<file path="src/hdl/q16d_pkg.sv">
// Shared types, constants and helpers for the Q15.16 to decimal text converter.
// No dependencies; used by q16d_conv and q15_16_to_decimal_ascii_top.
package q16d_pkg;

    localparam int VALUE_W   = 32;
    localparam int CHAR_W    = 8;
    localparam int DIGIT_W   = 4;
    localparam int NUM_W     = 17;   // holds integer part (<= 32768) and fraction (<= 99998)
    localparam int FRAC_DIGS = 5;
    localparam int INT_DIGS  = 5;

    localparam logic [16:0] FRAC_SCALE = 17'd100000;
    localparam logic [15:0] ROUND_HALF = 16'd32768;

    // Character slots of the fixed text layout: sign, five integer digits,
    // point, five fraction digits.
    localparam logic [3:0] POS_SIGN  = 4'd0;
    localparam logic [3:0] POS_POINT = 4'd6;
    localparam logic [3:0] POS_LAST  = 4'd11;

    localparam logic [CHAR_W-1:0] CH_MINUS = 8'h2D;
    localparam logic [CHAR_W-1:0] CH_POINT = 8'h2E;
    localparam logic [3:0]        CH_DIGIT_HI = 4'h3;

    // floor(x / 10^(k+1)) = (x * RECIP[k]) >> SHIFT[k], exact for x < 2^17
    localparam logic [17:0] RECIP [4] = '{18'd209716, 18'd167773, 18'd134218, 18'd214749};
    localparam int          SHIFT [4] = '{21, 24, 27, 31};

    typedef struct packed {
        logic                              neg;
        logic [2:0]                        ndig;   // integer digits to print, 1..5
        logic [INT_DIGS-1:0][DIGIT_W-1:0]  idig;   // index 0 = ones
        logic [FRAC_DIGS-1:0][DIGIT_W-1:0] fdig;   // index 0 = tenths
    } t_text;

    function automatic logic [NUM_W-1:0] div_pow10(input logic [NUM_W-1:0] x,
                                                   input logic [1:0] k);
        logic [34:0] prod;
        prod = 35'(x) * 35'(RECIP[k]);
        return NUM_W'(prod >> SHIFT[k]);
    endfunction

    function automatic logic [DIGIT_W-1:0] digit_of(input logic [NUM_W-1:0] q_lo,
                                                    input logic [NUM_W-1:0] q_hi);
        logic [NUM_W-1:0] rem;
        rem = q_lo - NUM_W'(q_hi * NUM_W'(10));
        return rem[DIGIT_W-1:0];
    endfunction

endpackage

</file>
<file path="src/hdl/q16d_conv.sv">
// Four-stage pipeline: Q15.16 word in, decimal digits of integer and fraction out.
// Depends on q16d_pkg.
module q16d_conv
    import q16d_pkg::*;
(
    input  logic               i_clk,
    input  logic               i_rst_n,
    input  logic               i_vld,
    output logic               o_rdy,
    input  logic [VALUE_W-1:0] i_value,
    output logic               o_vld,
    input  logic               i_rdy,
    output t_text              o_txt
);

    // stage 1: input register
    logic               r1_vld;
    logic [VALUE_W-1:0] r1_value;
    // stage 2: sign, integer part, scaled fraction
    logic               r2_vld, r2_neg;
    logic [NUM_W-1:0]   r2_ix, r2_fx;
    // stage 3: quotients by 10, 100, 1000, 10000
    logic               r3_vld, r3_neg;
    logic [NUM_W-1:0]   r3_ix, r3_fx;
    logic [3:0][NUM_W-1:0] r3_iq, r3_fq;
    // stage 4: digits
    logic               r4_vld;
    t_text              r4_txt;

    logic rdy1, rdy2, rdy3, rdy4;
    logic [VALUE_W-1:0] mag;
    logic [32:0]        fprod;
    t_text              n_txt;

    assign rdy4  = !r4_vld || i_rdy;
    assign rdy3  = !r3_vld || rdy4;
    assign rdy2  = !r2_vld || rdy3;
    assign rdy1  = !r1_vld || rdy2;
    assign o_rdy = rdy1;
    assign o_vld = r4_vld;
    assign o_txt = r4_txt;

    // most negative word negates to itself, read unsigned as 2^31
    assign mag   = r1_value[VALUE_W-1] ? (VALUE_W'(0) - r1_value) : r1_value;
    assign fprod = 33'(mag[15:0]) * 33'(FRAC_SCALE) + 33'(ROUND_HALF);

    always_comb begin
        n_txt.neg = r3_neg;
        n_txt.idig[0] = digit_of(r3_ix, r3_iq[0]);
        n_txt.fdig[4] = digit_of(r3_fx, r3_fq[0]);
        for (int k = 1; k < 4; k++) begin
            n_txt.idig[k]   = digit_of(r3_iq[k-1], r3_iq[k]);
            n_txt.fdig[4-k] = digit_of(r3_fq[k-1], r3_fq[k]);
        end
        n_txt.idig[4] = r3_iq[3][DIGIT_W-1:0];
        n_txt.fdig[0] = r3_fq[3][DIGIT_W-1:0];
        priority if (r3_iq[3] != '0) n_txt.ndig = 3'd5;
        else if (r3_iq[2] != '0)     n_txt.ndig = 3'd4;
        else if (r3_iq[1] != '0)     n_txt.ndig = 3'd3;
        else if (r3_iq[0] != '0)     n_txt.ndig = 3'd2;
        else                         n_txt.ndig = 3'd1;
    end

    always_ff @(posedge i_clk) begin
        if (!i_rst_n) begin
            r1_vld <= 1'b0;
            r2_vld <= 1'b0;
            r3_vld <= 1'b0;
            r4_vld <= 1'b0;
        end else begin
            if (rdy1) r1_vld <= i_vld;
            if (rdy2) r2_vld <= r1_vld;
            if (rdy3) r3_vld <= r2_vld;
            if (rdy4) r4_vld <= r3_vld;
        end
    end

    always_ff @(posedge i_clk) begin
        if (rdy1) r1_value <= i_value;
        if (rdy2) begin
            r2_neg <= r1_value[VALUE_W-1];
            r2_ix  <= NUM_W'(mag[31:16]);
            r2_fx  <= fprod[32:16];
        end
        if (rdy3) begin
            r3_neg <= r2_neg;
            r3_ix  <= r2_ix;
            r3_fx  <= r2_fx;
            for (int k = 0; k < 4; k++) begin
                r3_iq[k] <= div_pow10(r2_ix, 2'(k));
                r3_fq[k] <= div_pow10(r2_fx, 2'(k));
            end
        end
        if (rdy4) r4_txt <= n_txt;
    end

endmodule

</file>
<file path="src/hdl/q15_16_to_decimal_ascii_top.sv">
// Q15.16 to decimal ASCII text: conversion pipeline plus character serializer.
// Depends on q16d_pkg and q16d_conv.
//
//  channel   dir  payload                         words per value
//  s_axis    in   tdata[31:0] value (Q15.16)      1
//  m_axis    out  tdata[7:0] character, tlast     7 to 12
//
// One character leaves per cycle while m_axis_tready is high; a value gives 7 to 12
// characters (optional sign, 1-5 integer digits, point, five fraction digits).
// The conversion pipeline is four registers deep and fills while the previous
// text drains, so texts follow each other without gaps.
// Reset (i_rst_n low at a clock edge) clears only the valid flags.
// m_axis_tready low holds the current character; up to four values wait behind it.
module q15_16_to_decimal_ascii_top
    import q16d_pkg::*;
(
    input  logic               i_clk,
    input  logic               i_rst_n,
    input  logic               s_axis_tvalid,
    output logic               s_axis_tready,
    input  logic [VALUE_W-1:0] s_axis_tdata,   // [31:0] value
    output logic               m_axis_tvalid,
    input  logic               m_axis_tready,
    output logic [CHAR_W-1:0]  m_axis_tdata,   // [7:0] character
    output logic               m_axis_tlast
);

    logic       conv_vld, txt_load;
    t_text      conv_txt;
    t_text      r_txt;
    logic       r_txt_vld;
    logic [3:0] r_pos, n_pos;
    logic [3:0] int_start, load_start;
    logic [3:0] iidx, fidx;

    q16d_conv u_conv (
        .i_clk   (i_clk),
        .i_rst_n (i_rst_n),
        .i_vld   (s_axis_tvalid),
        .o_rdy   (s_axis_tready),
        .i_value (s_axis_tdata),
        .o_vld   (conv_vld),
        .i_rdy   (txt_load),
        .o_txt   (conv_txt)
    );

    assign txt_load   = !r_txt_vld || (m_axis_tready && (r_pos == POS_LAST));
    assign int_start  = POS_POINT - 4'(r_txt.ndig);
    assign load_start = conv_txt.neg ? POS_SIGN : (POS_POINT - 4'(conv_txt.ndig));
    // after the sign, jump over unused leading integer slots
    assign n_pos      = (r_pos == POS_SIGN) ? int_start : (r_pos + 4'd1);

    assign iidx = POS_POINT - 4'd1 - r_pos;
    assign fidx = r_pos - POS_POINT - 4'd1;

    always_comb begin
        priority if (r_pos == POS_SIGN)
            m_axis_tdata = CH_MINUS;
        else if (r_pos < POS_POINT)
            m_axis_tdata = {CH_DIGIT_HI, r_txt.idig[iidx[2:0]]};
        else if (r_pos == POS_POINT)
            m_axis_tdata = CH_POINT;
        else
            m_axis_tdata = {CH_DIGIT_HI, r_txt.fdig[fidx[2:0]]};
    end

    assign m_axis_tvalid = r_txt_vld;
    assign m_axis_tlast  = (r_pos == POS_LAST);

    always_ff @(posedge i_clk) begin
        if (!i_rst_n) begin
            r_txt_vld <= 1'b0;
        end else if (txt_load) begin
            r_txt_vld <= conv_vld;
        end
    end

    always_ff @(posedge i_clk) begin
        if (txt_load) begin
            r_txt <= conv_txt;
            r_pos <= load_start;
        end else if (m_axis_tready) begin
            r_pos <= n_pos;
        end
    end

endmodule
</file>
<file path="config.mk">
export PLATFORM = sky130hd
export DESIGN_NAME = q15_16_to_decimal_ascii_top
export DESIGN_NICKNAME = d
export VERILOG_FILES = /design/src/hdl/q16d_pkg.sv /design/src/hdl/q16d_conv.sv /design/src/hdl/q15_16_to_decimal_ascii_top.sv
export SDC_FILE = /design/constraint.sdc
export NUM_CORES = 2
export LEC_CHECK = 0
export ABC_AREA = 1
export BUFFER_PORTS_ARGS = -buffer_cell sky130_fd_sc_hd__buf_2
export CAP_MARGIN = 20
export CORE_ASPECT_RATIO = 1.5
export CORE_MARGIN = 1.5
export CORE_UTILIZATION = 29
export CTS_CLUSTER_SIZE = 16
export DETAILED_ROUTE_END_ITERATION = 7
export PLACE_DENSITY_LB_ADDON = 0.1
export RECOVER_POWER = 25
export SKIP_LAST_GASP = 1
export SLEW_MARGIN = 0
export SYNTH_ARGS = -nofsm -noshare
export SYNTH_HDL_FRONTEND = slang
export SYNTH_HIERARCHICAL = 1
export SYNTH_SLANG_ARGS = --single-unit
</file>
<file path="constraint.sdc">
create_clock -name i_clk -period 7.59 [get_ports i_clk]
set_input_delay 1.518 -clock i_clk [delete_from_list [all_inputs] [get_ports i_clk]]
set_output_delay 1.518 -clock i_clk [all_outputs]
set_load 0.02 [all_outputs]
</file>
# [Word level (Yosys, flattened, before mapping)]
# Cells that the tools add are included.
[word_totals] out_inout_bits=11 word_cells=117 regBits=242
[op_classes] n_eq_ne=2 mul=17 n_mux=15 n_reduce_logical=18 order_cmp=3 n_addsub=16
[ops] op="$mul A17 B18 Y35 const B" count=2
[ops] op="$mul A16 B18 Y34 const B" count=2
[ops] op="$reduce_bool A17 Y1" count=4
[ops] op="$mul A17 B17 Y34 const B" count=1
[ops] op="$add A33 B16 Y33 const B" count=1
[ops] op="$mul A16 B17 Y33 const B" count=1
[ops] op="$mul A17 B16 Y33 const B" count=1
[ops] op="$mul A16 B16 Y32 const B" count=1
[ops] op="$sub A1 B32 Y32 const A" count=1
[ops] op="$sub A4 B4 Y4" count=8
[ops] op="$mux W31" count=1
[ops] op="$mul A16 B12 Y28 const B" count=1
[ops] op="$bmux W4 S3" count=2
[ops] op="$mux W4" count=6
[ops] op="$mux W5" count=3
[ops] op="$mul A14 B3 Y3 const B" count=1
[ops] op="$mul A13 B3 Y3 const B" count=1
[ops] op="$mul A11 B3 Y3 const B" count=1
[ops] op="$mul A10 B3 Y3 const B" count=1
[ops] op="$lt A3 B4 Y1 const B" count=2
[ops] op="$mul A4 B3 Y3 const B" count=2
[ops] op="$mul A8 B3 Y3 const B" count=1
[ops] op="$sub A3 B3 Y4 const A" count=2
[ops] op="$mul A7 B3 Y3 const B" count=1
[ops] op="15 further kinds" count=24

# [Logic depth before layout (Yosys ltp)]
[depth] ltp_word=7 ltp_mapped=35 ltp_nobuf=35

# [Hierarchy]
# The synthesis kept the hierarchy.
[by_module_without_submodules] module="q16d_conv" n_inst=1 cells_per_inst=4412 area_each_um2=42537.0 seq_area_each_um2=5094.9
[by_module_without_submodules] module="q15_16_to_decimal_ascii_top" n_inst=1 cells_per_inst=237 area_each_um2=2299.7 seq_area_each_um2=1431.4

# [Worst setup path after synthesis]
# Ideal clock, no wire load.
[synth_timing] kind="in2out" start="in m_axis_tready" end="out s_axis_tready" path_stages=10 t_arrival_ps=6161 t_required_ps=6072 slack_ps=-89 path_buffers=0 path_cell_list="inv_1 > nand2_1 > nand2_1 > inv_1 > nor2_1 > inv_1 > nor2_1 > inv_1 > nor2_1 > nand2_1"
[synth_via] elab_chain_cells=6
[synth_rtl] item="from (decl)" line_no="q15_16_to_decimal_ascii_top.sv:23" rtl="input logic m_axis_tready,"
[synth_rtl] item="$logic_and A1 B1 Y1" line_no="q15_16_to_decimal_ascii_top.sv:47" rtl="assign txt_load = !r_txt_vld || (m_axis_tready && (r_pos == POS_LAST));"
[synth_rtl] item="$logic_or A1 B1 Y1" line_no="q15_16_to_decimal_ascii_top.sv:47"
[synth_rtl] item="via txt_load" line_no="q15_16_to_decimal_ascii_top.sv:28" rtl="logic conv_vld, txt_load;"
[synth_rtl] item="$logic_or A1 B1 Y1" line_no="q16d_conv.sv:35" rtl="assign rdy4 = !r4_vld || i_rdy;"
[synth_rtl] item="via u_conv.rdy4" line_no="q16d_conv.sv:30" rtl="logic rdy1, rdy2, rdy3, rdy4;"
[synth_rtl] item="$logic_or A1 B1 Y1" line_no="q16d_conv.sv:36" rtl="assign rdy3 = !r3_vld || rdy4;"
[synth_rtl] item="via u_conv.rdy3" line_no="q16d_conv.sv:30"
[synth_rtl] item="$logic_or A1 B1 Y1" line_no="q16d_conv.sv:37" rtl="assign rdy2 = !r2_vld || rdy3;"
[synth_rtl] item="$logic_or A1 B1 Y1" line_no="q16d_conv.sv:38" rtl="assign rdy1 = !r1_vld || rdy2;"
[synth_rtl] item="to (decl)" line_no="q15_16_to_decimal_ascii_top.sv:20" rtl="output logic s_axis_tready,"
# The timed path passes the listed nets, and every way through them passes these cells.

# [Worst setup path in the final report]
[layout_timing] start="reg u_conv.r2_ix[2]" end="reg u_conv.r3_iq, in the netlist u_conv/n_txt[37], data pin"
[layout_via] elab_chain_cells=1
[layout_rtl] item="from (decl)" line_no="q16d_conv.sv:21" rtl="logic [NUM_W-1:0] r2_ix, r2_fx;"
[layout_rtl] item="from (signal assigned)" line_no="q16d_conv.sv:82" rtl="r2_ix <= NUM_W'(mag[31:16]);"
[layout_rtl] item="$mul A16 B18 Y34" line_no="q16d_pkg.sv:39" rtl="prod = 35'(x) * 35'(RECIP[k]);"
[layout_rtl] item="to (signal, indexed assignment)" line_no="q16d_conv.sv:90" rtl="r3_iq[k] <= div_pow10(r2_ix, 2'(k));"
[layout_rtl] item="to (decl)" line_no="q16d_conv.sv:25" rtl="logic [3:0][NUM_W-1:0] r3_iq, r3_fq;"
# No other way between the ends.
# A chain may end at the register's enable or synchronous reset.

==> results.cfg <==
[status]
status = finished with violations
violations = capacitance limit, slew limit

[timing]
layout_setup_ws_ns = 0.731
fmax_ghz = 0.146
setup-violations-final = 0
worstMarginPinSlew_ns = 2.23
slew_headroom_pct = -48.8
hold_viol_final = 0
finalCriticalPeriod_ns = 6.86
setup_tns_ns = 0
report.final.slew_viol_count = 24
skew_ns = 0.0415
rsz0062_at_grt = false
period_share_pct = 90.4

[clock_network]
cts_tree = built
hold_buffers = 0
cts_sinks = 219
post-cts-setup-buffers = 0
clockBufferDepth = 3
insertion_delay_ns = 0.66
h-tree-depth = 1
clk_pin_slew_worst_paths_ns = 0.07
cts-root-buf = clkbuf_16
post_cts_resized = 0
cts_buffers = 30

[synthesis]
syn_area_um2 = 44800
synthDistinctLibCells = 63
netlist_instances = 4649
synth_edf_count = 214
seq_area_frac_synth_pct = 14.6
ys_ff_latch = 219
synth_flop_cell = edfxtp_1
syn_avg_cell_area_um2 = 9.64
synthArstFlopShare_pct = 0
ys_warn_count = 6

[floorplan]
ios = 47
fp.dieH_um = 485
start_util_pct = 29.2
die-area_um2 = 157000
rows = 176
design.core.area_um2 = 153000
die_width_um = 324

[setup_path]
crit_buf_inv = 5
r2r_cells = 18
cp_common_cell = fa_1
cp.depth = 18
slowest_delay_ns = 1.11
arrival_ns = 7.28
cp-end-kind = flip-flop
worstPathRequired_ns = 8.01
path_delay_family = adder cells
path_max_fanout = 9
critPathSlowestCell = clkbuf_1
path_class = reg2reg
critPathLaunchType = flip-flop
path_cells = clkbuf_1 -> ha_1 -> buf_4 -> fa_1 -> inv_1 -> fa_1 -> inv_1 -> fa_1 -> fa_1 -> fa_1 -> ha_1 -> nand2_1 -> inv_1 -> nand3_1 -> o41ai_1 -> nand4_1 -> nand3_1 -> nand2_1

[grt]
grt_pass1_wl_um = 220000
overflow = 0
first_global_vias = 35200
grt_usage_pct = 19.1
grt_max_degree = 60
antenna_found_initial = 1

[route]
wire_per_inst_um = 21.2
post-route-drc-count = 0
drtIter0Drc = 1088
ant_nets = 0
firstDrtPassIters = 5
vias = 30700
vias_per_cell = 4.48
routed_wl_um = 145000

[place]
place_congestion = 0.902
dp_cells = 6800
placed_area_um2 = 48100
hpwlAfterDp_um = 129000
place_ws_ns = 0.864
port_buffers = 43

[layout]
fin_nets = 6442
layout_common_cells = inv_1 (1227), ha_1 (931), fa_1 (690)
final_common_cell = inv_1
fin_area_um2 = 49100
layout.cells.non_filler = 6857
synthToLayoutAreaGrowth_pct = 9.51
fillCellCount = 16200
drive_gt1_share_pct = 4.45

[min_path]
hold_depth = 0
hold_class = reg2reg

[run]
maxCapViolations = 1
-- layout make-up --
type                    count  area [um2]  area share, %
diodes                      1        2.50        0.00510
clock inverters            23         290          0.591
flip-flops and latches    219        6530           13.3
inverters                1237        4650           9.47
repair buffers            116         722           1.47
well taps                2047        2560           5.22
multi-input cells        3181       33600           68.4
clock buffers              33         762           1.55
-- synthesized netlist by cell type (5+ instances only) --
cell	n	area, um2
nor4_1	18	113
nor3_1	44	220
o31ai_1	6	45.0
a221oi_1	6	52.6
nand2_2	16	100
nand3_2	6	60.1
buf_4	7	52.6
inv_1	1230	4620
xnor2_1	60	526
xor2_1	92	806
nor2_2	5	31.3
o21ai_1	5	25.0
dfxtp_1	5	100
o21bai_1	12	90.1
o2111ai_1	5	43.8
nand3b_1	7	52.6
o21ai_0	103	515
nor2_1	182	683
a31oi_1	11	68.8
nand3_1	110	551
fa_1	690	13800
o221ai_1	5	43.8
inv_2	5	18.8
o21a_1	16	120
nand2_1	516	1940
a21oi_1	222	1110
edfxtp_1	214	6430
nand4_1	34	213
ha_1	931	11600
o211ai_1	5	37.5
a211oi_1	9	67.6
a21o_1	17	128
-- routing by layer --
layer	up-vias	share of wire [%]	GRT usage (%)	wire (um)
met5	-	0	0	0
met4	0	4.8	7.92	6980
met3	192	1.4	1.07	2040
met2	340	57	38.6	82600
met1	15200	37	19.8	53500
li1	15000	-	-	-
-- through the flow --
| stage | hold WS, ns | util [%] |
|---|---|---|
| after CTS | 0.414 | 32.0 |
| after floorplan | 0.400 | - |
| after detailed placement | 0.405 | 31.3 |
| final | 0.411 | 32.0 |
| after global placement | 0.402 | 31.3 |
| after global routing | 0.424 | 32.0 |
-- worst register-to-register path, delay by kind of cell (launching register included) --
family / cells / cell delay (ns)
DFF: 1 / 0.54
AOI/OAI and AO/OA: 1 / 0.63
buffers and inverters: 5 / 1.57
adders and majority gates: 7 / 3.30
and+or+nand+nor: 5 / 0.60
-- path summary, 6_finish.rpt --
kind | startpoint | end | slack, ns
setup / recovery | u_conv/r2_ix[2] | u_conv/n_txt[37] | 0.73
hold / removal | u_conv/o_txt[2] | r_txt[2] | 0.41
setup reg to reg | u_conv/r2_ix[2] | u_conv/n_txt[37] | 0.73
hold reg to reg | u_conv/o_txt[2] | r_txt[2] | 0.41
-- registers in the layout, summed over array words and instances, names as in the netlist, 4 cells and up --
register / flops
u_conv/r2_fx: 17
r_pos: 4
u_conv/r3_fx: 4
u_conv/r2_ix: 16
u_conv/r3_fq: 12
u_conv/n_txt: 7
r_txt: 43
u_conv/r1_value: 32
u_conv/o_txt: 43
u_conv/r3_ix: 4
u_conv/r3_iq: 30
-- logic make-up after synthesis --
logic type | after synthesis | synth area share (%)
and+or+nand+nor | 961 | 9.37
other | 3 | 0.0251
AOI/OAI and AO/OA | 439 | 5.58
buffers and inverters | 1250 | 10.6
xor gates and xnor gates | 156 | 3.11
adders and majority gates | 1621 | 56.8
DFF | 219 | 14.6
Power is left out: the tool's default activity adds up to more than one toggle a clock period on the data nets, which glitch-free logic cannot reach.
